[config.mk]
export PLATFORM = sky130hd
export DESIGN_NAME = mavf_ctrl
export DESIGN_NICKNAME = d
export VERILOG_FILES = /design/src/design/mavf_pkg.sv /design/src/design/mavf_ctrl.sv
export SDC_FILE = /design/constraint.sdc
export NUM_CORES = 1
export LEC_CHECK = 0
export ABC_AREA = 1
export BUFFER_PORTS_ARGS = -buffer_cell sky130_fd_sc_hd__buf_2
export CORE_AREA = 4 4 41 43
export DETAILED_ROUTE_END_ITERATION = 7
export DIE_AREA = 0 0 45 47
export PLACE_DENSITY = 0.55
export SYNTH_ARGS = -nofsm -noshare
export SYNTH_HDL_FRONTEND = slang
export SYNTH_SLANG_ARGS = --single-unit
[constraint.sdc]
create_clock -name i_clk -period 2.5 [get_ports i_clk]
set_clock_uncertainty 0.2 [all_clocks]
set_input_delay 0.25 -clock i_clk [delete_from_list [all_inputs] [get_ports i_clk]]
set_output_delay 0.25 -clock i_clk [all_outputs]
set_load 0.02 [all_outputs]
[src/design/mavf_pkg.sv]
`timescale 1ns / 1ps

package mavf_pkg;

    // fixed widths of the stream fields and registers
    localparam int DATA_W   = 32;
    localparam int WIN_W    = 11;
    localparam int BITS_W   = 6;
    localparam int CFG_IDX_W = 1;

    // register indexes on the configuration port
    localparam logic [CFG_IDX_W-1:0] CFG_WINDOW_LENGTH = 1'b0;
    localparam logic [CFG_IDX_W-1:0] CFG_SAMPLE_BITS   = 1'b1;

    localparam logic [WIN_W-1:0]  WINDOW_LENGTH_RST = 11'd8;
    localparam logic [BITS_W-1:0] SAMPLE_BITS_RST   = 6'd16;

    // sample width after rounding down to whole bytes and clamping
    typedef enum logic [1:0] {
        WIDTH_8  = 2'd0,
        WIDTH_16 = 2'd1,
        WIDTH_24 = 2'd2,
        WIDTH_32 = 2'd3
    } t_width;

    // controller to datapath
    typedef struct packed {
        logic accept;
        logic update;
        logic div_start;
        logic out_load;
    } t_cmd;

    // datapath to controller
    typedef struct packed {
        logic div_done;
        logic out_free;
    } t_status;

    function automatic logic [DATA_W-1:0] sign_extend(input logic [DATA_W-1:0] word,
                                                      input t_width width);
        logic [DATA_W-1:0] ext;
        case (width)
            WIDTH_8:  ext = {{24{word[7]}}, word[7:0]};
            WIDTH_16: ext = {{16{word[15]}}, word[15:0]};
            WIDTH_24: ext = {{8{word[23]}}, word[23:0]};
            default:  ext = word;
        endcase
        return ext;
    endfunction

    function automatic logic [DATA_W-1:0] width_mask(input t_width width);
        logic [DATA_W-1:0] mask;
        case (width)
            WIDTH_8:  mask = 32'h0000_00ff;
            WIDTH_16: mask = 32'h0000_ffff;
            WIDTH_24: mask = 32'h00ff_ffff;
            default:  mask = 32'hffff_ffff;
        endcase
        return mask;
    endfunction

endpackage

[src/design/mavf_ctrl.sv]
`timescale 1ns / 1ps

module mavf_ctrl
    import mavf_pkg::*;
(
    input  logic    i_clk,
    input  logic    i_rst_n,
    input  logic    i_in_valid,
    input  t_status i_status,
    output logic    o_in_ready,
    output t_cmd    o_cmd
);

    typedef enum logic [4:0] {
        S_IDLE   = 5'b00001,
        S_UPDATE = 5'b00010,
        S_START  = 5'b00100,
        S_WAIT   = 5'b01000,
        S_DONE   = 5'b10000
    } t_state;

    t_state r_state, n_state;

    always_comb begin
        n_state = r_state;
        o_cmd   = '0;
        case (r_state)
            S_IDLE: begin
                if (i_in_valid) begin
                    o_cmd.accept = 1'b1;
                    n_state      = S_UPDATE;
                end
            end
            S_UPDATE: begin
                o_cmd.update = 1'b1;
                n_state      = S_START;
            end
            S_START: begin
                o_cmd.div_start = 1'b1;
                n_state         = S_WAIT;
            end
            S_WAIT: begin
                if (i_status.div_done) begin
                    n_state = S_DONE;
                end
            end
            S_DONE: begin
                // hold the quotient until the output register frees up
                if (i_status.out_free) begin
                    o_cmd.out_load = 1'b1;
                    n_state        = S_IDLE;
                end
            end
            default: begin
                n_state = S_IDLE;
            end
        endcase
    end

    always_ff @(posedge i_clk) begin
        if (!i_rst_n) begin
            r_state <= S_IDLE;
        end else begin
            r_state <= n_state;
        end
    end

    assign o_in_ready = (r_state == S_IDLE);

endmodule

==> flow_metrics.tcl <==
set metrics [dict create \
    outcome "finished clean" \
    reg2reg_slack_ns 1.30 \
    postLayoutCellArea_um2 422 \
    synth_ff_type "dfxtp_1" \
    cp_top_family "simple AND/OR/NAND/NOR gates" \
    dr.pass1.iters 3 \
    startpoint "r_state[2]" \
    critPathKind "register to output pin" \
    numCtsBuffers 3 \
    insertion_delay_ns 0.24 \
    grt_first_pass_wirelength_mm 1.11 \
    clockBufferDepth 2 \
    syn_avg_cell_area_um2 7.21 \
    synth_top_area_share_pct 30.2 \
    synth_cell_types 15 \
    worst-endpoint-arrival_ns 1.20 \
    cts-root-buf "clkbuf_4" \
    relSlewSlack_pct 85.7 \
    placed_area_um2 395 \
    reg2reg_depth 7 \
    nNetsFinal 65 \
    cap_viol_max_count 0 \
    switching_power_uw 69.9 \
    ys_seq_elements 5 \
    post_cts_buffers 0 \
    crit_slowest_cell "dfxtp_1" \
    pwr-share-seq_pct 38.5 \
    h-tree-depth 1 \
    wl_per_cell_um 8.85 \
    crit_fanout 4 \
    dp_hpwl_um 528 \
    grt.overflow.total 0 \
    antenna_found_initial 0 \
    period_share_pct 65.9 \
    required_ns 2.05 \
    setup_ws_ns 0.851 \
    globalRouteTotalUtil_pct 7.90 \
    dpl.cell_count 70 \
    p_clk_share_pct 39.6 \
    vdd_drop_max_uv 214 \
    drtIter0Drc 3 \
    whs_ns 0.0673 \
    cts_hold_buf 0 \
    synthTopCellsByArea "dfxtp_1 (30%), inv_1 (10%), nand4_2 (7.5%)" \
    regMostFlops "r_state" \
    finalCriticalPeriod_ns 1.65 \
    synthTopCellsByCount "inv_1 (9), dfxtp_1 (5), inv_2 (5)" \
    pre_cts_ws_ns 1.09 \
    die_w_um 45 \
    start_kind "register" \
    cts.repair.resized 0 \
    setup_viol 0 \
    largest_registers "r_state: 5 flops" \
    drcViolationCount 0 \
    r2r_end "r_state[4]" \
    initial_core_util_pct 25.5 \
    regArea_um2 100 \
    crit_path_max_incr_delay_ns 0.34 \
    path_cells "nor3_2 -> nand2_1 -> nor2_1 -> buf_2" \
    tightestPinTransition_ns 0.214 \
    postRouteAntennaNets 0 \
    synth_fp_nets 51 \
    drive_gt1_share_pct 45.8 \
    largest_reg_flops 5 \
    antenna_cells 0 \
    synth_most_common_cell "inv_1" \
    holdCritStartpoint "i_rst_n" \
    wl_um 655 \
    yosys.area.top_type "dfxtp_1" \
    holdPathEnd "r_state[4]" \
    finalSetupTns_ns 0 \
    max_freq_ghz 0.607 \
    clock_sinks 5 \
    worstReg2RegStart "r_state[3]" \
    chipHeight_um 47 \
    rsz0062_at_grt "false" \
    port_buffers 9 \
    endpoint_kind "output pin" \
    utilization_pct 32.4 \
    synth_area_um2 332 \
    pin_count 10 \
    layout.cells.non_filler 74 \
    grt_max_degree 6 \
    p_per_area_nw_per_um2 553 \
    pwr-share-comb_pct 21.9 \
    p_leak_nw 0.231 \
    gp_congestion 0.807 \
    multi_input_area_um2 179 \
    clk_pin_slew_worst_paths_ns 0.04 \
    drv_slew 0 \
    core_um2 1300 \
    synth_edf_count 0 \
    async_reset_ff_share_pct 0 \
    row_count 13 \
    hold_path.class "input pin to register" \
    num_vias 310 \
    syn_inst 46 \
    finalPower_uw 233 \
    area_growth_pct 27.2 \
    grt_pass1_vias 272 \
    fillers 153 \
    yosysSeqAreaShare_pct 30.2 \
    yosys_warnings 0 \
    fp.dieArea_um2 2120 \
    hold_viol_final 0 \
    worst-path-buf-inv 1 \
    drt-vias-per-instance 4.19 \
    switching_share_pct 30.0 \
    p_int_uw 163 \
    tritoncts "yes" \
    hold_depth 3 \
]
-- how the worst max path moves through the flow --
stage,endpoint,slack (ns),cells past startpoint
detailed placement,o_cmd[3],1.09,4
finish,o_cmd[3],0.85,4
floorplan,o_cmd[3],1.09,3
global placement,o_cmd[1],1.12,4
global route,o_cmd[3],0.73,4
CTS,o_cmd[3],0.83,4
-- power groups by stage --
stage	combinational, mW	clock [mW]	sequential (mW)
after floorplan	0.0378	0	0.0908
after global placement	0.0516	0	0.0913
after detailed placement	0.0515	0	0.0912
after CTS	0.0517	0.0983	0.0898
after global routing	0.0572	0.108	0.0905
final	0.0511	0.0924	0.0898
-- routing by layer --
layer / routed length [um] / global-route usage [%]
met1: 316 / 9.32
met2: 263 / 9.89
met3: 54 / 4.60
met4: 21 / 7.02
met5: 0 / 0
-- cell families after synthesis --
kind of cell | Yosys count | synth area share, %
simple gates | 23 | 44.9
buf+inv | 14 | 15.8
flops | 5 | 30.2
compound gates | 4 | 9.05
-- worst min-delay path, delay by kind of cell --
kind / cells / cell delay [ns]
AO/OA/AOI/OAI: 1 / 0.07
buffers and inverters: 2 / 0.15
-- final cells by class --
type                            instances  area share, %
Multi-Input combinational cell         27           42.4
Sequential cell                         5           23.7
Inverter                               14           12.5
Timing Repair Buffer                    9           10.7
Clock buffer                            4           6.23
Tap cell                               15           4.45
-- placed cells by master, fill, tap and decap left out, types with 2 or more instances in the layout --
| cell type | instances |
|---|---|
| nand3_1 | 4 |
| nand2_1 | 4 |
| nor3_2 | 2 |
| nor2_2 | 3 |
| dfxtp_1 | 5 |
| nor2_1 | 4 |
| inv_1 | 9 |
| buf_2 | 9 |
| clkbuf_4 | 3 |
| nand4_2 | 2 |
| inv_2 | 5 |
| nor2_4 | 2 |
| nand4_1 | 2 |
Note: power is estimated with default switching activity, not from simulation.
